<file path="config.mk">
export PLATFORM = sky130hd
export DESIGN_NAME = hbsd_back_flat
export DESIGN_NICKNAME = d
export VERILOG_FILES = /design/src/hbsd_pkg.sv /design/src/hbsd_out_if.sv /design/src/hbsd_back.sv /design/src/flat_wrapper.sv
export SDC_FILE = /design/constraint.sdc
export NUM_CORES = 1
export LEC_CHECK = 0
export BUFFER_PORTS_ARGS = -buffer_cell sky130_fd_sc_hd__buf_2
export CORE_AREA = 2 2 70 123
export DETAILED_ROUTE_END_ITERATION = 6
export DIE_AREA = 0 0 72 125
export PLACE_DENSITY = 0.74
export SETUP_SLACK_MARGIN = 0.4
export SYNTH_ARGS = -nofsm -noshare
export SYNTH_HDL_FRONTEND = slang
export SYNTH_SLANG_ARGS = --single-unit
</file>
<file path="constraint.sdc">
create_clock -name clk -period 3.8 [get_ports clk]
set_input_delay 0.38 -clock clk [delete_from_list [all_inputs] [get_ports clk]]
set_output_delay 0.38 -clock clk [all_outputs]
set_load 0.01 [all_outputs]
</file>
<file path="src/hbsd_pkg.sv">
`default_nettype none

package hbsd_pkg;

  // Field widths fixed by the stream format.
  localparam int SYM_W  = 8;
  localparam int LEN_W  = 6;
  localparam int WORD_W = 16;
  localparam int DATA_W = 8;
  localparam int CNT_W  = 4;
  localparam int LEFT_W = 3;

  // Rows per first-level priority group in the code table.
  localparam int GROUP_SIZE = 16;
  localparam int GRP_W      = 4;

  // Depth of the command queue between front and back.
  localparam int QUEUE_DEPTH = 2;

  localparam logic [CNT_W-1:0] BYTE_BITS = 4'd8;

  // Command codes on the input channel.
  localparam logic [1:0] CMD_LOAD   = 2'd0;
  localparam logic [1:0] CMD_DECODE = 2'd1;
  localparam logic [1:0] CMD_CLEAR  = 2'd2;

  typedef enum logic [1:0] {
    OP_LOAD,
    OP_DECODE,
    OP_CLEAR
  } hbsd_op_t;

  // One classified command as it travels through the queue.
  typedef struct packed {
    hbsd_op_t              op;
    logic [SYM_W-1:0]      sym;
    logic [LEN_W-1:0]      len;
    logic [WORD_W-1:0]     word;
    logic [DATA_W-1:0]     data;
    logic [CNT_W-1:0]      count;
  } hbsd_item_t;

  // Control from the sequencer to the code table.
  typedef struct packed {
    logic                  cmp_en;
    logic                  wr_en;
    logic [SYM_W-1:0]      wr_sym;
    logic [LEN_W-1:0]      wr_len;
    logic [WORD_W-1:0]     wr_word;
  } hbsd_cam_ctl_t;

  // Outcome of one table search.
  typedef struct packed {
    logic                  hit;
    logic [SYM_W-1:0]      symbol;
  } hbsd_match_t;

endpackage

`default_nettype wire

</file>
<file path="src/hbsd_out_if.sv">
`default_nettype none

interface hbsd_out_if import hbsd_pkg::*; ();
  logic             valid;
  logic             ready;
  logic [SYM_W-1:0] out_symbol;
  logic             overflow;
  logic             last;

  modport source (
    output valid, out_symbol, overflow, last,
    input  ready
  );

  modport sink (
    input  valid, out_symbol, overflow, last,
    output ready
  );
endinterface

`default_nettype wire

</file>
<file path="src/hbsd_back.sv">
`default_nettype none

module hbsd_back import hbsd_pkg::*; #(
  parameter int MAX_CODE_LEN = 16
) (
  input  logic                              clk,
  input  logic                              rst,
  input  logic                              q_valid,
  output logic                              q_ready,
  input  hbsd_item_t                        q_item,
  output hbsd_cam_ctl_t                     cam_ctl,
  output logic [MAX_CODE_LEN-1:0]           cand_bits,
  output logic [$clog2(MAX_CODE_LEN+1)-1:0] cand_len,
  input  hbsd_match_t                       match,
  hbsd_out_if.source                        results
);

  localparam int LW = $clog2(MAX_CODE_LEN + 1);

  typedef enum logic [1:0] {
    S_IDLE,
    S_CMP,
    S_SEL,
    S_FLUSH
  } state_t;

  state_t                  state;
  logic [MAX_CODE_LEN-1:0] acc_bits;
  logic [LW-1:0]           acc_len;
  logic [MAX_CODE_LEN-1:0] acc_bits_next;
  logic [LW-1:0]           acc_len_next;
  logic [DATA_W-1:0]       dsh;
  logic [LEFT_W-1:0]       bits_left;
  logic                    pend_valid;
  logic [SYM_W-1:0]        pend_symbol;
  logic                    pend_ovf;
  logic                    res_valid;
  logic [SYM_W-1:0]        res_symbol;
  logic                    res_ovf;
  logic                    res_last;
  logic [DATA_W-1:0]       first_aligned;
  logic [MAX_CODE_LEN:0]   idle_shift;
  logic [MAX_CODE_LEN:0]   sel_shift;
  logic                    produce;
  logic                    sel_stall;
  logic                    out_free;
  logic                    res_load;

  assign results.valid      = res_valid;
  assign results.out_symbol = res_symbol;
  assign results.overflow   = res_ovf;
  assign results.last       = res_last;

  // Bit stepping, result decision and table control.
  always_comb begin
    q_ready       = (state == S_IDLE);
    first_aligned = q_item.data << (BYTE_BITS - q_item.count);
    idle_shift    = {acc_bits, first_aligned[DATA_W-1]};
    produce       = match.hit || (cand_len == LW'(MAX_CODE_LEN));
    acc_bits_next = produce ? '0 : cand_bits;
    acc_len_next  = produce ? '0 : cand_len;
    sel_shift     = {acc_bits_next, dsh[DATA_W-1]};
    out_free      = !res_valid || results.ready;
    sel_stall     = produce && pend_valid && !out_free;
    // The output register takes a new result in this cycle.
    res_load      = ((state == S_SEL) && !sel_stall && produce && pend_valid) ||
                    ((state == S_FLUSH) && pend_valid && out_free);

    cam_ctl.cmp_en  = (state == S_CMP);
    cam_ctl.wr_en   = (state == S_IDLE) && q_valid && (q_item.op == OP_LOAD);
    cam_ctl.wr_sym  = q_item.sym;
    cam_ctl.wr_len  = q_item.len;
    cam_ctl.wr_word = q_item.word;
  end

  // Sequencer, accumulator, pending result and output register.
  always_ff @(posedge clk) begin
    if (rst) begin
      state      <= S_IDLE;
      acc_bits   <= '0;
      acc_len    <= '0;
      pend_valid <= 1'b0;
      res_valid  <= 1'b0;
    end else begin
      if (res_valid && results.ready && !res_load) begin
        res_valid <= 1'b0;
      end
      case (state)
        S_IDLE: begin
          if (q_valid) begin
            case (q_item.op)
              OP_DECODE: begin
                dsh       <= first_aligned << 1;
                bits_left <= LEFT_W'(q_item.count - 1'b1);
                cand_bits <= idle_shift[MAX_CODE_LEN-1:0];
                cand_len  <= LW'(acc_len + 1'b1);
                state     <= S_CMP;
              end
              OP_CLEAR: begin
                acc_bits <= '0;
                acc_len  <= '0;
              end
              default: begin
              end
            endcase
          end
        end
        S_CMP: begin
          state <= S_SEL;
        end
        S_SEL: begin
          if (!sel_stall) begin
            // A new result pushes the held one out; it is not the last of the byte.
            if (produce) begin
              if (pend_valid) begin
                res_valid  <= 1'b1;
                res_symbol <= pend_symbol;
                res_ovf    <= pend_ovf;
                res_last   <= 1'b0;
              end
              pend_valid  <= 1'b1;
              pend_symbol <= match.hit ? match.symbol : '0;
              pend_ovf    <= !match.hit;
            end
            acc_bits <= acc_bits_next;
            acc_len  <= acc_len_next;
            if (bits_left != '0) begin
              cand_bits <= sel_shift[MAX_CODE_LEN-1:0];
              cand_len  <= LW'(acc_len_next + 1'b1);
              dsh       <= dsh << 1;
              bits_left <= LEFT_W'(bits_left - 1'b1);
              state     <= S_CMP;
            end else begin
              state <= S_FLUSH;
            end
          end
        end
        S_FLUSH: begin
          // The held result is the last one of the byte.
          if (!pend_valid) begin
            state <= S_IDLE;
          end else if (out_free) begin
            res_valid  <= 1'b1;
            res_symbol <= pend_symbol;
            res_ovf    <= pend_ovf;
            res_last   <= 1'b1;
            pend_valid <= 1'b0;
            state      <= S_IDLE;
          end
        end
        default: begin
          state <= S_IDLE;
        end
      endcase
    end
  end

endmodule

`default_nettype wire

</file>
<file path="src/flat_wrapper.sv">
// flat-port wrapper written by rule: the top's interface ports become plain ports
module hbsd_back_flat import hbsd_pkg::*;
#(
  parameter int MAX_CODE_LEN = 16
)
  (clk, rst, q_valid, q_ready, q_item, cam_ctl, cand_bits, cand_len, match, results_valid, results_out_symbol, results_overflow, results_last, results_ready);
  hbsd_out_if results_i ();
  input  logic clk;
  input  logic rst;
  input  logic q_valid;
  output logic q_ready;
  input  hbsd_item_t q_item;
  output hbsd_cam_ctl_t cam_ctl;
  output logic [MAX_CODE_LEN-1:0] cand_bits;
  output logic [$clog2(MAX_CODE_LEN+1)-1:0] cand_len;
  input  hbsd_match_t match;
  output wire logic [$bits(results_i.valid)-1:0] results_valid;
  output wire logic [$bits(results_i.out_symbol)-1:0] results_out_symbol;
  output wire logic [$bits(results_i.overflow)-1:0] results_overflow;
  output wire logic [$bits(results_i.last)-1:0] results_last;
  input wire logic [$bits(results_i.ready)-1:0] results_ready;
  assign results_valid = results_i.valid;
  assign results_out_symbol = results_i.out_symbol;
  assign results_overflow = results_i.overflow;
  assign results_last = results_i.last;
  assign results_i.ready = results_ready;
  hbsd_back #(.MAX_CODE_LEN(MAX_CODE_LEN)) u_core (.clk(clk), .rst(rst), .q_valid(q_valid), .q_ready(q_ready), .q_item(q_item), .cam_ctl(cam_ctl), .cand_bits(cand_bits), .cand_len(cand_len), .match(match), .results(results_i));
endmodule
</file>
# --- Yosys cells after proc, flatten, opt, wreduce, memory -nomap -nowiden ---
# Cells that the tools add are included.
# W data, S select, Z words.
word_totals:
  register_bits: 75
  in_bits: 57
  output_inout_bits: 65
  elab_cells: 135
op_classes:
  addsub: 5
  eq_ne: 16
  shift: 1
  mux: 67
  bitwise_logic: 2
  reduce_logical: 30
op_table:
  columns: ["operator", "count"]
  rows:
  - ["$mux W8", 9]
  - ["$mux W16", 4]
  - ["$mux W15", 4]
  - ["$mux W5", 8]
  - ["$pmux W16 S2", 1]
  - ["$pmux W8 S2", 2]
  - ["$pmux W15 S2", 1]
  - ["$mux W1", 20]
  - ["$pmux W5 S2", 2]
  - ["$mux W2", 6]
  - ["$mux W3", 4]
  - ["$ne A2 B1 Y1 const B", 6]
  - ["$reduce_and A4 Y1", 3]
  - ["$logic_and A1 B1 Y1", 11]
  - ["$add A5 B1 Y5 const B", 2]
  - ["$pmux W1 S2", 4]
  - ["$pmux W2 S4", 1]
  - ["$shl A8 B4 Y8", 1]
  - ["$reduce_and A7 Y1", 1]
  - ["$eq A2 B2 Y1 const B", 3]
  - ["$ne A2 B2 Y1 const B", 3]
  - ["$pmux W3 S2", 1]
  - ["$reduce_and A6 Y1", 1]
  - ["$sub A3 B1 Y3 const B", 2]
  - ["other kinds (11)", 21]

# --- Depth between registers and ports, before layout ---
depth:
  depth_word: 16
  depth_mapped: 7
  mapped_depth_nobuf: 6

# --- Worst setup path after synthesis ---
# OpenSTA, ideal clock, no wires.
synth_timing:
  kind: "reg-to-reg"
  from: "register u_core.cand_len[2]"
  to: "register u_core.bits_left[0], enable pin"
  setup_time_ps: 467
  t_arrival_ps: 3232
  required_ps: 3333
  setup_slack_ps: 102
  stages_incl_launch_ff: 5
  n_path_buf: 0
  period_less_slack_ps: 3698
  cell_sequence: "edfxtp_1 -> nor4_2 -> a21oi_2 -> o32ai_1 -> a211oi_1"
synth_between:
  elab_chain_len: 6
synth_lines:
  columns: ["element", "line_no", "text"]
  rows:
  - ["start: declaration", "hbsd_back.sv:13", "output logic [$clog2(MAX_CODE_LEN+1)-1:0] cand_len,"]
  - ["start signal: assignment", "hbsd_back.sv:96", "cand_len <= LW'(acc_len + 1'b1);"]
  - ["start signal: assignment", "hbsd_back.sv:129", "cand_len <= LW'(acc_len_next + 1'b1);"]
  - ["$eq A5 B5 Y1", "hbsd_back.sv:59", "produce = match.hit || (cand_len == LW'(MAX_CODE_LEN));"]
  - ["$logic_or A1 B1 Y1", "hbsd_back.sv:59", null]
  - ["$logic_and A1 B1 Y1 (2 in a row)", "hbsd_back.sv:64", "sel_stall = produce && pend_valid && !out_free;"]
  - ["$ne A2 B2 Y1 (no line)", null, null]
  - ["$reduce_and A6 Y1 (no line)", null, null]
  - ["end signal: assignment", "hbsd_back.sv:94", "bits_left <= LEFT_W'(q_item.count - 1'b1);"]
  - ["end signal: assignment", "hbsd_back.sv:131", "bits_left <= LEFT_W'(bits_left - 1'b1);"]
  - ["end: declaration", "hbsd_back.sv:33", "logic [LEFT_W-1:0] bits_left;"]
# No other way between the ends.
# A chain may end at the register's enable or synchronous reset.

# --- Worst setup path in the final report ---
layout_timing:
  from: "register u_core.cand_len[1]"
  to: "register u_core.res_symbol[7] (netlist: u_core.results.out_symbol[7]), enable pin"
layout_between:
  elab_chain_len: 6
  elab_cells_between_ends: 7
  cone_classes: "eq/ne (3); reduce/logical (4)"
layout_lines:
  columns: ["element", "line_no", "text"]
  rows:
  - ["$eq A5 B5 Y1 *", "hbsd_back.sv:59", null]
  - ["$logic_or A1 B1 Y1 *", "hbsd_back.sv:59", null]
  - ["$logic_and A1 B1 Y1 (2 in a row)", "hbsd_back.sv:64", null]
  - ["$ne A2 B2 Y1 (no line)", null, null]
  - ["$reduce_and A7 Y1 (no line) *", null, null]
  - ["end signal: assignment", "hbsd_back.sv:117", "res_symbol <= pend_symbol;"]
  - ["end signal: assignment", "hbsd_back.sv:144", "res_symbol <= pend_symbol;"]
  - ["end: declaration", "hbsd_back.sv:38", "logic [SYM_W-1:0] res_symbol;"]
# Mark *: on every way between the ends. The rest lies on a longest branch, timed or not.

==> flow_metrics.env <==
export IMPL_synth_top_area_cell="edfxtp_1"
export IMPL_synth_area_top_cells="edfxtp_1 (42%), dfxtp_1 (14%), buf_4 (6.8%)"
export IMPL_cts_buffers=9
export IMPL_netlist_area_sq_um=3533
export IMPL_nFillCells=700
export IMPL_ys_flop_type="edfxtp_1"
export IMPL_status="finished, final reports clean"
export IMPL_postLayoutCoreUtil_pct=49.26
export IMPL_wl_per_cell_um=16.19
export IMPL_drt_first_iter_violations=171
export IMPL_leakage_nw=1.504
export IMPL_arrival_ns=2.60
export IMPL_hold_violations=0
export IMPL_synth_cell_types=48
export IMPL_path_cells="nor4_2, a21o_1, o211ai_1, nor2_1"
export IMPL_yosysSeqAreaShare_pct=56.09
export IMPL_relSlewSlack_pct=28.58
export IMPL_cts_sinks=74
export IMPL_p_total_mw=1.952
export IMPL_ant_nets=0
export IMPL_postCtsHoldBufs=0
export IMPL_cts_max_level=3
export IMPL_finalSetupTns_ns=0
export IMPL_tightest_slew_ns=1.071
export IMPL_start_kind="flop"
export IMPL_path_max_fanout=20
export IMPL_slowest_stage="nor2_1"
export IMPL_drive_gt1_share_pct=26.76
export IMPL_die_height_um=125
export IMPL_yosysWarnings=0
export IMPL_rows=44
export IMPL_vdd_drop_max_mv=0.3340
export IMPL_clk_path_buf_depth=2
export IMPL_synth_commonest_cells="edfxtp_1 (50), nand2_1 (46), buf_4 (32), dfxtp_1 (24), a32o_1 (20)"
export IMPL_synth_seq_cells=74
export IMPL_drc_errors=0
export IMPL_dp_cells=416
export IMPL_regArea_sq_um=1982
export IMPL_multi_input_area_sq_um=1207
export IMPL_antenna_found_initial=0
export IMPL_setup_ws_ns=1.150
export IMPL_cts_tree="done"
export IMPL_syn_inst=307
export IMPL_cts_setup_buffers=0
export IMPL_max_freq_mhz=377.4
export IMPL_cts_resized=0
export IMPL_design_area_sq_um=3986
export IMPL_die_area_sq_um=9000
export IMPL_clock_latency_ns=0.33
export IMPL_hold_path_class="input pin to flop"
export IMPL_grt_overflow=0
export IMPL_cpPeakStageDelay_ns=0.66
export IMPL_critical_path_top_delay_family="simple AND/OR/NAND/NOR gates"
export IMPL_io_pins=122
export IMPL_wl_um=6995
export IMPL_grt_usage_pct=16.48
export IMPL_drt_pass1_iterations=4
export IMPL_gp_congestion=0.7995
export IMPL_die_w_um=72
export IMPL_place_area_sq_um=3670
export IMPL_clock_tree_root_cell="clkbuf_16"
export IMPL_syn_to_final_growth_pct=12.82
export IMPL_num_antenna_cells=0
export IMPL_dp_final_hpwl_um=4830
export IMPL_syn_num_nets=367
export IMPL_crit_buf_inv=0
export IMPL_fin_skew_ns=0.008154
export IMPL_worstPathRequired_ns=3.75
export IMPL_first_global_vias=2430
export IMPL_core_area_sq_um=8093
export IMPL_syn_mean_instance_area_sq_um=11.51
export IMPL_timing_hold_ws_ns=0.3157
export IMPL_pre_cts_ws_ns=1.112
export IMPL_grt_pass1_wl_um=11530
export IMPL_power_density_nw_per_um2=489.8
export IMPL_clk_pin_slew_ns=0.06
export IMPL_period_needed_ns=2.650
export IMPL_nets=395
export IMPL_dr_total_vias=2399
export IMPL_start_util_pct=43.66
export IMPL_yosysMostFrequentCell="edfxtp_1"
export IMPL_finalNonFillerCells=432
export IMPL_path_class="flop to flop"
export IMPL_yosysTopAreaCellShare_pct=42.49
export IMPL_setup_viol=0
export IMPL_rsz0062_at_grt="no"
export IMPL_synth_edf_count=50
export IMPL_port_buffers=61
export IMPL_endpoint_kind="flop"
export IMPL_drv_cap=0
export IMPL_grt_max_degree=32
export IMPL_async_reset_ff_share_pct=0
export IMPL_via_per_inst=5.553
export IMPL_slew_viol_final=0
export IMPL_timing_final_crit_share_pct=69.73
-- power by group --
part	total, mW	leakage (nW)	internal [mW]	switching [mW]
sequential	0.914	0.654	0.892	0.0224
combinational	0.166	0.693	0.0664	0.0992
clock	0.873	0.158	0.565	0.308
total	1.95	1.50	1.52	0.430
-- cell families after synthesis --
family                     after synthesis  share of synthesized area, %
DFF                                     74                         56.09
and+or+nand+nor                         91                         12.61
adders and majority gates                3                         1.062
buffers and inverters                   56                         10.34
xor gates and xnor gates                 5                         1.452
muxes                                   13                         4.426
AOI/OAI and AO/OA                       65                         14.02
-- registers in the layout (all words and copies together), names as in the netlist, 2 cells and up --
signal / flops
u_core.acc_len: 5
u_core.acc_bits: 15
u_core.dsh: 7
u_core.state: 2
u_core.bits_left: 3
u_core.cand_len: 5
u_core.cand_bits: 16
u_core.results.out_symbol: 8
u_core.pend_symbol: 8
-- layout make-up --
| class | count | share of cell area (%) |
|---|---|---|
| sequential | 74 | 49.72 |
| multi-input combinational | 177 | 30.29 |
| clock inverter | 4 | 1.224 |
| tap | 92 | 2.888 |
| clock buffer | 12 | 6.717 |
| inverter | 8 | 0.7533 |
| timing repair buffer | 65 | 8.412 |
-- per-layer routing --
metal	GRT usage, %	wire [um]	up-vias
li1	-	-	1145
met1	18.17	2724	1158
met2	27.34	3687	79
met3	5.157	413	17
met4	9.545	170	0
met5	0	0	-
-- final timing paths --
path / to / start / slack (ns) / depth (start not counted)
min: u_core.results.valid / rst / 0.32 / 2
max reg2reg: u_core.results.out_symbol[7] / u_core.cand_len[1] / 1.15 / 4
min reg2reg: u_core.results.out_symbol[0] / u_core.pend_symbol[0] / 0.42 / 0
max: u_core.results.out_symbol[7] / u_core.cand_len[1] / 1.15 / 4
-- placed cells by master, fill, tap and decap left out, types with 3 or more instances in the layout --
cell / count
inv_1: 8
xnor2_1: 3
a22o_1: 3
buf_4: 4
nand2_1: 46
a32o_1: 20
o21ai_0: 17
clkbuf_16: 10
ha_1: 3
dfxtp_1: 24
edfxtp_1: 50
a21oi_1: 7
buf_2: 61
and2_1: 11
mux2i_1: 10
nand2b_1: 3
nor2_1: 12
(Power assumes the default switching activity.)
