===== src/hbsd_pkg.sv =====
`default_nettype none

package hbsd_pkg;

  // Field widths fixed by the stream format.
  localparam int SYM_W  = 8;
  localparam int LEN_W  = 6;
  localparam int WORD_W = 16;
  localparam int DATA_W = 8;
  localparam int CNT_W  = 4;
  localparam int LEFT_W = 3;

  // Rows per first-level priority group in the code table.
  localparam int GROUP_SIZE = 16;
  localparam int GRP_W      = 4;

  // Depth of the command queue between front and back.
  localparam int QUEUE_DEPTH = 2;

  localparam logic [CNT_W-1:0] BYTE_BITS = 4'd8;

  // Command codes on the input channel.
  localparam logic [1:0] CMD_LOAD   = 2'd0;
  localparam logic [1:0] CMD_DECODE = 2'd1;
  localparam logic [1:0] CMD_CLEAR  = 2'd2;

  typedef enum logic [1:0] {
    OP_LOAD,
    OP_DECODE,
    OP_CLEAR
  } hbsd_op_t;

  // One classified command as it travels through the queue.
  typedef struct packed {
    hbsd_op_t              op;
    logic [SYM_W-1:0]      sym;
    logic [LEN_W-1:0]      len;
    logic [WORD_W-1:0]     word;
    logic [DATA_W-1:0]     data;
    logic [CNT_W-1:0]      count;
  } hbsd_item_t;

  // Control from the sequencer to the code table.
  typedef struct packed {
    logic                  cmp_en;
    logic                  wr_en;
    logic [SYM_W-1:0]      wr_sym;
    logic [LEN_W-1:0]      wr_len;
    logic [WORD_W-1:0]     wr_word;
  } hbsd_cam_ctl_t;

  // Outcome of one table search.
  typedef struct packed {
    logic                  hit;
    logic [SYM_W-1:0]      symbol;
  } hbsd_match_t;

endpackage

`default_nettype wire


===== src/hbsd_queue.sv =====
`default_nettype none

module hbsd_queue import hbsd_pkg::*; (
  input  logic       clk,
  input  logic       rst,
  input  logic       push_valid,
  output logic       push_ready,
  input  hbsd_item_t push_item,
  output logic       pop_valid,
  input  logic       pop_ready,
  output hbsd_item_t pop_item
);

  localparam int PTR_W = (QUEUE_DEPTH > 1) ? $clog2(QUEUE_DEPTH) : 1;
  localparam int CNT_QW = $clog2(QUEUE_DEPTH + 1);

  hbsd_item_t        entries [QUEUE_DEPTH];
  logic [PTR_W-1:0]  wr_ptr;
  logic [PTR_W-1:0]  rd_ptr;
  logic [CNT_QW-1:0] fill;
  logic              do_push;
  logic              do_pop;

  // No transfer is taken while reset is held, since the fill level is being cleared.
  assign push_ready = !rst && (fill != CNT_QW'(QUEUE_DEPTH));
  assign pop_valid  = (fill != '0);
  assign pop_item   = entries[rd_ptr];
  assign do_push    = push_valid && push_ready;
  assign do_pop     = pop_valid && pop_ready;

  // Pointers and fill level.
  always_ff @(posedge clk) begin
    if (rst) begin
      wr_ptr <= '0;
      rd_ptr <= '0;
      fill   <= '0;
    end else begin
      if (do_push) begin
        wr_ptr <= (wr_ptr == PTR_W'(QUEUE_DEPTH - 1)) ? '0 : PTR_W'(wr_ptr + 1'b1);
      end
      if (do_pop) begin
        rd_ptr <= (rd_ptr == PTR_W'(QUEUE_DEPTH - 1)) ? '0 : PTR_W'(rd_ptr + 1'b1);
      end
      if (do_push && !do_pop) begin
        fill <= CNT_QW'(fill + 1'b1);
      end else if (do_pop && !do_push) begin
        fill <= CNT_QW'(fill - 1'b1);
      end
    end
  end

  // Entry storage.
  always_ff @(posedge clk) begin
    if (do_push) begin
      entries[wr_ptr] <= push_item;
    end
  end

endmodule

`default_nettype wire


===== config.mk =====
export PLATFORM = sky130hd
export DESIGN_NAME = hbsd_queue
export DESIGN_NICKNAME = d
export VERILOG_FILES = /design/src/hbsd_pkg.sv /design/src/hbsd_queue.sv
export SDC_FILE = /design/constraint.sdc
export NUM_CORES = 1
export LEC_CHECK = 0
export BUFFER_PORTS_ARGS = -buffer_cell sky130_fd_sc_hd__buf_2
export CORE_MARGIN = 1
export CORE_UTILIZATION = 51
export DETAILED_ROUTE_END_ITERATION = 10
export MAX_ROUTING_LAYER = met4
export PLACE_DENSITY = 0.78
export SETUP_SLACK_MARGIN = 0.2
export SKIP_LAST_GASP = 1
export SLEW_MARGIN = 15
export SYNTH_ARGS = -nofsm -noshare
export SYNTH_HDL_FRONTEND = slang
export SYNTH_SLANG_ARGS = --single-unit

===== constraint.sdc =====
create_clock -name clk -period 8.3 [get_ports clk]
set_clock_uncertainty 0.05 [all_clocks]
set_input_delay 1.245 -clock clk [delete_from_list [all_inputs] [get_ports clk]]
set_output_delay 1.245 -clock clk [all_outputs]
set_load 0.005 [all_outputs]

Word-level counts from Yosys, hierarchy flattened
Memories as Yosys holds them, arrays and structs flattened. A register that Yosys moved wholly into a read port is not among the register bits.
Cells that the tools add are included.
- add/subtract/negate cells: 4
- eq/ne operators: 1
- multiplexer cells: 8
- reductions and logical operators: 10
- operators by type and width (cell ; number):
    $mux W1 ; 6
    $logic_and A1 B1 Y1 ; 5
    $mux W2 ; 2
    $reduce_bool A2 Y1 ; 2
    $logic_not A1 Y1 ; 3
    $add A1 B1 Y1 const B ; 2
    $add A2 B1 Y2 const B ; 1
    $ne A2 B2 Y1 const B ; 1
    $sub A2 B1 Y2 const B ; 1
- register bits after elaboration: 4
- memory bits (writable): 88
- input bits: 48
- output and inout bits: 46
- word-level logic and storage cells: 27
- memories kept: 1
- memories (memory ; words ; width ; rd ports ; clocked after memory_dff ; write ports ; RTL line ; source):
    entries ; 2 ; 44 ; 1 ; 1 ; 1 ; hbsd_queue.sv:17 ; hbsd_item_t entries [QUEUE_DEPTH];

Longest topological paths before layout
Gate-level depths: netlist of the first run.
- word-level depth: 7
- gate-level depth with buffers: 6
- depth with buffers taken out: 6

Worst setup path after synthesis of the first run
No wires, ideal clock.
- kind: input to register
- from: in rst
- to: mem entries[0][0] (netlist name), enable pin
- library setup time: 0.555 ns
- data arrival time: 5.707 ns
- data required time: 7.695 ns
- path slack: 1.988 ns
- stages on the path: 2
- buffers on the path: 1
- cell sequence: clkbuf_1 nor4_1
- word-level cells in the longest chain between the ends: 5
- ends and longest elaborated chain (item ; RTL line ; source):
    from (decl) ; hbsd_queue.sv:5 ; input logic rst,
    $logic_not A1 Y1 ; hbsd_queue.sv:25 ; assign push_ready = !rst && (fill != CNT_QW'(QUEUE_DEPTH));
    $logic_and A1 B1 Y1 ; hbsd_queue.sv:25 ;
    $logic_and A1 B1 Y1 ; hbsd_queue.sv:28 ; assign do_push = push_valid && push_ready;
    $mux W1 ; hbsd_queue.sv:54 ; if (do_push) begin
    $mux W1 (implied by the code) ; hbsd_queue.sv:55 ; entries[wr_ptr] <= push_item;
    to (decl) ; hbsd_queue.sv:17 ;
No other way between the ends.

==> impl_metrics.yaml, run 1 <==
run_status:
  outcome: "finished, final reports clean"
power_and_ir_drop:
  irDropWorstVdd_mv: 0.2002
  p_leak_nw: 1.559
  p_sw_share_pct: 24.39
  power.net_switching_w: 0.0002907
  pwr-share-seq_pct: 51.1
  p_clk_share_pct: 29.7
  pwr-share-comb_pct: 19.1
  power_density_nw_per_um2: 284.6
  intPower_w: 0.0009011
min_path:
  worstHoldStart: "rd_ptr$_SDFFE_PP0P_"
  holdPathEnd: "rd_ptr$_SDFFE_PP0P_"
  hold_path_class: "flop to flop"
  whs_path_depth: 2
cts:
  clock_path_buffers: 2
  insertion_delay_ns: 0.34
  cts_sinks: 93
  cts_setup_buffers: 0
  cts_resized: 0
  htree_levels: 3
  hold_buffers: 0
  cts_tree: "done"
  cts_buffers: 9
  cts_root_buf: "clkbuf_8"
  clk_pin_slew_ns: 0.09
sta:
  fin_crit_sh_pct: 38.99
  fmax_mhz: 309.0
  final.min_clock_period_ns: 3.236
  final.setup.tns_ns: 0
  hold_viol: 0
  slew_headroom_pct: 24.72
  max_slew.worst_pin.slew_ns: 1.120
  whs_ns: 0.4848
  rsz0062_at_grt: "false"
  setup-violations-final: 0
  timing.final.max_slew_violations: 0
global_route:
  track_usage_pct: 17.03
  grt_start_max_net_pins: 45
  grt_overflow_total: 0
  antenna_found_initial: 0
  grt_pass1_vias: 1844
  grt_pass1_wl_um: 8700
finish:
  fin_cells: 345
  final_nets: 312
  fin_area_um2: 4188
  n_antenna_cell: 0
  nFillCells: 484
  drive_above_1_share_pct: 59.33
  syn_to_final_growth_pct: 23.10
detailed_routing:
  wl_per_cell_um: 15.99
  remaining_drc_errors: 0
  vias: 1775
  drtIter0Drc: 48
  routed_wl_um: 5517
  ant_nets: 0
  drtPass1Iterations: 4
  drt-vias-per-instance: 5.145
synth:
  syn-num-nets: 213
  synth_xor_area_share_pct: 0.7723
  synthSimpleGateAreaFrac_pct: 1.765
  synth_top_family_by_area: "multiplexers"
  synth.avg_cell_area_um2: 20.74
  syn-cell-area_um2: 3402
  synth_ff_type: "edfxtp_1"
  synth_commonest_cells: "88 x edfxtp_1, 44 x mux2_2, 5 x dfxtp_1, 4 x nor2_1"
  synth_mux_area_share_pct: 14.56
  yosys_warnings: 0
  postSynth.asyncResetShare_pct: 0
  yosysSeqAreaShare_pct: 80.62
  synthAdderAreaFrac_pct: 0.3678
  synthCells: 164
  synth_top_cell_area_share_pct: 77.68
  synth_largest_area_cell: "edfxtp_1"
  synth_edf_count: 88
  synthDistinctLibCells: 18
  yosys-top-cells-area: "edfxtp_1 78%, mux2_2 15%, dfxtp_1 2.9%"
  ys_ff_latch: 93
  synth-compound-area-share_pct: 0.7356
  synth_most_common_cell: "edfxtp_1"
die:
  pin_count: 94
  core_area_um2: 6386
  rows: 29
  fp.dieW_um: 83.68
  die_area_um2: 7002
  die_y_um: 83.68
  start_util_pct: 53.27
setup_path:
  crit_fanout: 44
  critPathKind: "flop to output pin"
  rr_worst_depth: 3
  r2r-start: "fill[0]$_SDFFE_PP0P_"
  endpoint_kind: "output pin"
  worstPathRequired_ns: 7.01
  reg2reg_to: "entries[0][10]$_DFFE_PP_"
  startpoint_type: "flop"
  cp_cell_sequence: "mux2_2, buf_2"
  arrival_ns: 1.94
  critical-path-max-stage-delay_ns: 1.02
  cp_slowest_cell: "dfxtp_2"
  regToRegSetupSlack_ns: 5.93
placement:
  port_buffers: 93
  postPlaceCellArea_um2: 3944
  gp_congestion: 0.6540
  placedCellCount: 329
  dp_hpwl_um: 3520
run:
  drv_cap: 0
-- final cells by class --
class / count / area [um2] / area share (%)
clock buffer: 9 / 123.9 / 2.958
clock inverter: 7 / 120.1 / 2.868
inverter: 1 / 3.754 / 0.08963
multi-input combinational: 64 / 626.9 / 14.97
sequential: 93 / 2744 / 65.52
tap: 77 / 96.34 / 2.301
timing repair buffer: 94 / 473.0 / 11.29
-- sequential cells by signal (all words and copies together), names as in the netlist, named ones only --
signal and count:
wr_ptr 1, entries 88, rd_ptr 1, fill 2
-- worst max path at each step --
stage                                     endpoint  from  slack, ns
after floorplan            entries[0][0]$_DFFE_PP_   rst       1.99
after detailed placement  entries[0][38]$_DFFE_PP_   rst       4.95
after global placement    entries[0][18]$_DFFE_PP_   rst       4.99
final                                 pop_item[34]  flop       5.06
after CTS                             pop_item[33]  flop       5.02
after global routing                  pop_item[33]  flop       4.91
-- through the flow --
stage	power, W	utilization (%)	setup WS [ns]
2_1_floorplan	0.0007558	-	1.988
3_3_place_gp	0.0008448	61.76	4.987
3_5_place_dp	0.0008510	61.76	4.949
4_1_cts	0.001206	65.58	5.016
5_1_grt	0.001246	65.58	4.913
6_report	0.001192	65.58	5.064
-- power groups by stage --
stage / sequential, W / combinational [W] / clock (W)
final: 0.000609 / 0.000228 / 0.000355
after global routing: 0.000619 / 0.000248 / 0.000379
after CTS: 0.000611 / 0.000231 / 0.000363
after detailed placement: 0.000622 / 0.000229 / 0
after global placement: 0.000620 / 0.000225 / 0
after floorplan: 0.000589 / 0.000167 / 0
-- worst max-delay path, delay by kind of cell, from the launching register on --
| kind | cells | cell delay [ns] |
|---|---|---|
| DFF | 1 | 1.02 |
| muxes | 1 | 0.43 |
| buffers and inverters | 1 | 0.14 |
-- cell usage in the layout (no fill, tap or decap) --
cell type,instances
nor4_2,1
a21oi_1,2
clkbuf_8,9
clkinvlp_4,1
buf_4,1
inv_6,2
or3_1,2
buf_2,93
o21ai_0,3
edfxtp_1,88
nor3_1,1
ha_1,1
dfxtp_2,1
inv_1,1
mux2_2,44
nor2b_2,1
xor2_1,3
or2_2,1
nor2_1,4
clkinv_2,1
and2_2,1
dfxtp_1,4
bufinv_16,3
-- metal layers --
metal	routed length [um]	vias up	track usage (%)
met5	0	-	-
met4	72	0	7.396
met3	306	8	3.858
met2	2629	74	26.24
met1	2508	857	21.94
li1	-	836	-
-- cells by family (layout without fill, tap and decap cells) --
logic type | count (synthesis) | after routing
and+or+nand+nor | 11 | 11
DFF | 93 | 93
AOI/OAI and AO/OA | 5 | 5
muxes | 44 | 44
adders and majority gates | 1 | 1
xor gates and xnor gates | 3 | 3
buffers and inverters | 7 | 111
Note: power is estimated with default switching activity, not from simulation.
==> run 2, diff against run 1 <==
==> constraint.sdc (replaced) <==
create_clock -name clk -period 3.1 [get_ports clk]
set_clock_uncertainty 0.05 [all_clocks]
set_input_delay 0.465 -clock clk [delete_from_list [all_inputs] [get_ports clk]]
set_output_delay 0.465 -clock clk [all_outputs]
set_load 0.005 [all_outputs]
==> impl_metrics.yaml, run 2 (synthesis gave the netlist of run 1 again) <==
cts:
  cts_buffers: 9
  clock_path_buffers: 2
  htree_levels: 3
  hold_buffers: 0
  insertion_delay_ns: 0.34
  cts_resized: 0
  clk_pin_slew_ns: 0.09
  cts_setup_buffers: 0
  cts_sinks: 93
  cts_root_buf: "clkbuf_8"
  cts_tree: "done"
die:
  die_area_um2: 7002
  rows: 29
  pin_count: 94
  start_util_pct: 53.27
  core_area_um2: 6386
  die_y_um: 83.68
  fp.dieW_um: 83.68
finish:
  final_nets: 316
  layout_common_cells: "93 x buf_2, 88 x edfxtp_1, 44 x mux2_2"
  fin_util_pct: 65.83
  syn_to_final_growth_pct: 23.57
  reg_top3: "entries x88, fill x2"
  largest_reg_flops: 88
  top_register: "entries"
  final_common_cell: "buf_2"
  drive_above_1_share_pct: 59.93
sta:
  final.min_clock_period_ns: 2.321
  setup-violations-final: 0
  slew_headroom_pct: 60.66
  max_slew.worst_pin.slew_ns: 0.5901
  final.setup.tns_ns: 0
  timing.final.max_slew_violations: 0
  fmax_mhz: 430.8
  rsz0062_at_grt: "false"
  fin_crit_sh_pct: 74.87
  hold_viol: 0
power_and_ir_drop:
  power_density_nw_per_um2: 742.7
  irDropWorstVdd_mv: 0.4388
  p_leak_nw: 1.571
global_route:
  track_usage_pct: 17.16
  grt_overflow_total: 0
  grt_start_max_net_pins: 45
  grt_pass1_wl_um: 8625
  grt_pass1_vias: 1782
  antenna_found_initial: 1
detailed_routing:
  drt-vias-per-instance: 5.091
  vias: 1782
  drtPass1Iterations: 6
  wl_per_cell_um: 16.10
  remaining_drc_errors: 0
  drtIter0Drc: 93
  ant_nets: 0
  routed_wl_um: 5634
min_path:
  worstHoldStart: "push_item[34]"
  whs_path_depth: 1
  hold_path_class: "primary input to flop"
  holdPathEnd: "entries[0][34]$_DFFE_PP_"
setup_path:
  critPathKind: "flop to output pin"
  r2r-start: "fill[0]$_SDFFE_PP0P_"
  reg2reg_to: "entries[1][9]$_DFFE_PP_"
  startpoint_type: "flop"
  arrival_ns: 1.81
  rr_worst_depth: 4
  crit_fanout: 22
  regToRegSetupSlack_ns: 1.14
  endpoint_kind: "output pin"
  worstPathRequired_ns: 2.58
placement:
  port_buffers: 93
  gp_congestion: 0.7227
  dp_hpwl_um: 3742
run:
  drv_cap: 0
run_status:
  outcome: "finished, final reports clean"
-- run 2: cell types whose count changed in the layout (fill, tap and decap cells not counted), sizes merged --
cell / delta
diode: +1
clkinv: +1
bufinv: -1
buf: +4
-- run 2: how the worst max path moves through the flow --
stage	from	to	slack, ns	cells after the start
2_1_floorplan	rst	entries[0][0]$_DFFE_PP_	0.44	2
3_3_place_gp	rst	entries[1][12]$_DFFE_PP_	0.98	4
3_5_place_dp	rst	entries[1][6]$_DFFE_PP_	0.96	4
4_1_cts	flop	pop_item[26]	0.73	3
5_1_grt	flop	pop_item[26]	0.66	3
6_report	flop	pop_item[26]	0.78	3
-- run 2: area by class of cell --
type	instances	area, um2
well taps	77	96.34
repair buffers	98	503.0
clock buffers	9	123.9
flip-flops and latches	93	2744
fillers	451	2182
inverters	1	3.754
clock inverters	7	95.09
diodes	1	2.502
multi-input cells	64	635.6
-- run 2: per-stage QoR --
step	hold slack [ns]	setup WS [ns]	power (W)	instances	instance area, um2
global route	0.2312	0.6610	0.003259	350	4204
detailed placement	0.4509	0.9601	0.002298	333	3983
global placement	0.4387	0.9803	0.002283	333	3983
floorplan	0.4214	0.4395	0.002023	164	3417
finish	0.2526	0.7789	0.003122	350	4204
CTS	0.2328	0.7337	0.003157	349	4202
-- run 2: per-layer routing --
| layer | up-vias | GRT usage, % | wire [um] |
|---|---|---|---|
| met4 | 0 | 11.09 | 162 |
| met2 | 63 | 26.76 | 2875 |
| met1 | 860 | 20.18 | 2334 |
| met5 | - | - | 0 |
| met3 | 13 | 3.858 | 261 |
| li1 | 846 | - | - |
-- run 2: critical path, stage by stage (launching register included) --
cell	delay, ns
dfxtp_2	0.66
buf_4	0.31
mux2_2	0.36
buf_2	0.13
-- run 2: power breakdown --
| part | internal, W | switching, W |
|---|---|---|
| Combinational | 0.000375 | 0.000294 |
| Clock | 0.000457 | 0.000407 |
| Sequential | 0.00151 | 0.0000799 |
| Total | 0.00234 | 0.000780 |
==> run 3, diff against run 2 <==
--- a/config.mk
+++ b/config.mk
@@ -7,10 +7,10 @@
 export LEC_CHECK = 0
 export BUFFER_PORTS_ARGS = -buffer_cell sky130_fd_sc_hd__buf_2
 export CORE_MARGIN = 1
-export CORE_UTILIZATION = 51
+export CORE_UTILIZATION = 46
 export DETAILED_ROUTE_END_ITERATION = 10
 export MAX_ROUTING_LAYER = met4
-export PLACE_DENSITY = 0.78
+export PLACE_DENSITY = 0.74
 export SETUP_SLACK_MARGIN = 0.2
 export SKIP_LAST_GASP = 1
 export SLEW_MARGIN = 15
==> constraint.sdc (replaced) <==
create_clock -name clk -period 2 [get_ports clk]
set_clock_uncertainty 0.05 [all_clocks]
set_input_delay 0.3 -clock clk [delete_from_list [all_inputs] [get_ports clk]]
set_output_delay 0.3 -clock clk [all_outputs]
set_load 0.005 [all_outputs]
==> impl_metrics.yaml, run 3 (synthesis gave the netlist of run 1 again) <==
global_route:
  grt_overflow_total: 0
  track_usage_pct: 15.42
  grt_start_max_net_pins: 31
  grt_pass1_vias: 1746
  grt_pass1_wl_um: 8321
  antenna_found_initial: 0
die:
  core_area_um2: 6982
  die_area_um2: 7744
  fp.dieW_um: 88
  die_y_um: 88
  rows: 30
  pin_count: 94
  start_util_pct: 48.73
finish:
  fin_area_um2: 4263
  reg_top3: "entries x88, fill x2"
  final_nets: 318
  final_common_cell: "buf_2"
  syn_to_final_growth_pct: 25.30
  n_antenna_cell: 0
  seq_area_um2: 2746
  nFillCells: 551
  multi_input_area_um2: 635.6
  fin_util_pct: 61.06
  largest_reg_flops: 88
  layout_common_cells: "93 x buf_2, 88 x edfxtp_1, 44 x mux2_2"
  top_register: "entries"
  drive_above_1_share_pct: 59.56
sta:
  timing.final.max_slew_violations: 0
  setup-violations-final: 0
  max_slew.worst_pin.slew_ns: 0.5391
  fmax_mhz: 571.7
  final.min_clock_period_ns: 1.749
  rsz0062_at_grt: "false"
  final.setup.tns_ns: 0
  slew_headroom_pct: 63.79
  hold_viol: 0
  fin_ws_ns: 0.2510
  fin_crit_sh_pct: 87.45
cts:
  cts_setup_buffers: 0
  clock_path_buffers: 2
  htree_levels: 3
  cts_buffers: 9
  cts_tree: "done"
  cts_root_buf: "clkbuf_8"
  clk_pin_slew_ns: 0.09
  insertion_delay_ns: 0.33
  cts_sinks: 93
  hold_buffers: 0
setup_path:
  crit_family: "flip-flops"
  rr_worst_depth: 5
  crit_fanout: 14
  regToRegSetupSlack_ns: 0.30
  cp_cell_sequence: "buf_8, mux2_2, buf_2"
  cp_slowest_cell: "dfxtp_4"
  worstPathRequired_ns: 1.65
  cp.depth: 3
  r2r-start: "fill[1]$_SDFFE_PP0P_"
  critical-path-max-stage-delay_ns: 0.40
  endpoint_kind: "output pin"
  path_buf_inv: 2
  arrival_ns: 1.40
  cp-endpoint: "pop_item[0]"
  reg2reg_to: "fill[1]$_SDFFE_PP0P_"
  critPathKind: "flop to output pin"
  startpoint_type: "flop"
run:
  drv_cap: 0
detailed_routing:
  ant_nets: 0
  vias: 1784
  drt-vias-per-instance: 4.848
  routed_wl_um: 5714
  remaining_drc_errors: 0
  wl_per_cell_um: 15.53
  drtIter0Drc: 58
  drtPass1Iterations: 5
placement:
  gp_congestion: 0.6844
  dp_hpwl_um: 3734
  postPlaceCellArea_um2: 4051
  dpl_worst_slack_ns: 0.3344
  port_buffers: 93
run_status:
  outcome: "finished, final reports clean"
power_and_ir_drop:
  irDropWorstVdd_mv: 0.5806
  p_leak_nw: 1.582
  power_density_nw_per_um2: 1116
min_path:
  hold_path_class: "primary input to flop"
run 3: changes by cell type in the layout (fill, tap and decap cells not counted):
cell / before / now
buf_12: 0 / 3
buf_4: 5 / 2
buf_8: 0 / 1
bufinv_16: 2 / 1
clkbuf_16: 0 / 1
clkinv_1: 0 / 1
clkinvlp_4: 1 / 0
dfxtp_2: 1 / 0
dfxtp_4: 0 / 1
diode_2: 1 / 0
inv_6: 2 / 1
run 3: repair_timing:
action                                  4_1_cts  5_1_grt
gates resized for setup                       1        2
cloned                                        0        1
endpoints found under the setup margin        1       14
run 3: report_power, final:
part	switching [W]	internal [W]	total (W)	leakage, nW
registers	0.0000820	0.00234	0.00242	0.848
logic	0.000525	0.000664	0.00119	0.641
clock network	0.000582	0.000560	0.00114	0.0928
total	0.00119	0.00357	0.00476	1.58
run 3: metal layers:
metal / routed length [um] / vias up / part of all wire (%) / GRT usage (%)
met5: 0 / - / 0 / -
met4: 68 / 0 / 1.2 / 7.750
met3: 302 / 5 / 5.3 / 3.864
met2: 2815 / 62 / 49 / 23.61
met1: 2528 / 868 / 44 / 19.07
li1: - / 849 / - / -
run 3: how the worst min path moves through the flow:
| stage | to | slack, ns | startpoint | depth (start not counted) |
|---|---|---|---|---|
| 2_1_floorplan | entries[0][0]$_DFFE_PP_ | 0.35 | push_item[0] | 0 |
| 3_3_place_gp | fill[1]$_SDFFE_PP0P_ | 0.44 | fill[1]$_SDFFE_PP0P_ | 2 |
| 3_5_place_dp | entries[0][29]$_DFFE_PP_ | 0.44 | push_item[29] | 1 |
| 4_1_cts | entries[0][29]$_DFFE_PP_ | 0.08 | push_item[29] | 1 |
| 5_1_grt | entries[0][26]$_DFFE_PP_ | 0.08 | push_item[26] | 1 |
| 6_report | entries[1][9]$_DFFE_PP_ | 0.1 | push_item[9] | 1 |
run 3: layout make-up:
type | instances | share of cell area [%]
sequential | 93 | 64.43
clock inverter | 5 | 1.233
timing repair buffer | 100 | 13.62
tap | 96 | 2.818
inverter | 1 | 0.08805
multi-input combinational | 64 | 14.91
clock buffer | 9 | 2.906
run 3: worst reg2reg max path, delay by kind of cell, from the launching register on:
kind            cells  cell delay (ns)
compound gates      1             0.14
flops               1             0.38
simple gates        3             0.73
fa+ha+maj           1             0.34
run 3: stage by stage:
step | hold slack, ns | power (W) | std cells
6_report | 0.09628 | 0.004755 | 368
5_1_grt | 0.07593 | 0.005004 | 368
4_1_cts | 0.07769 | 0.004748 | 367
3_5_place_dp | 0.4417 | 0.003604 | 353
3_3_place_gp | 0.4362 | 0.003582 | 353
2_1_floorplan | 0.3489 | 0.003139 | 164
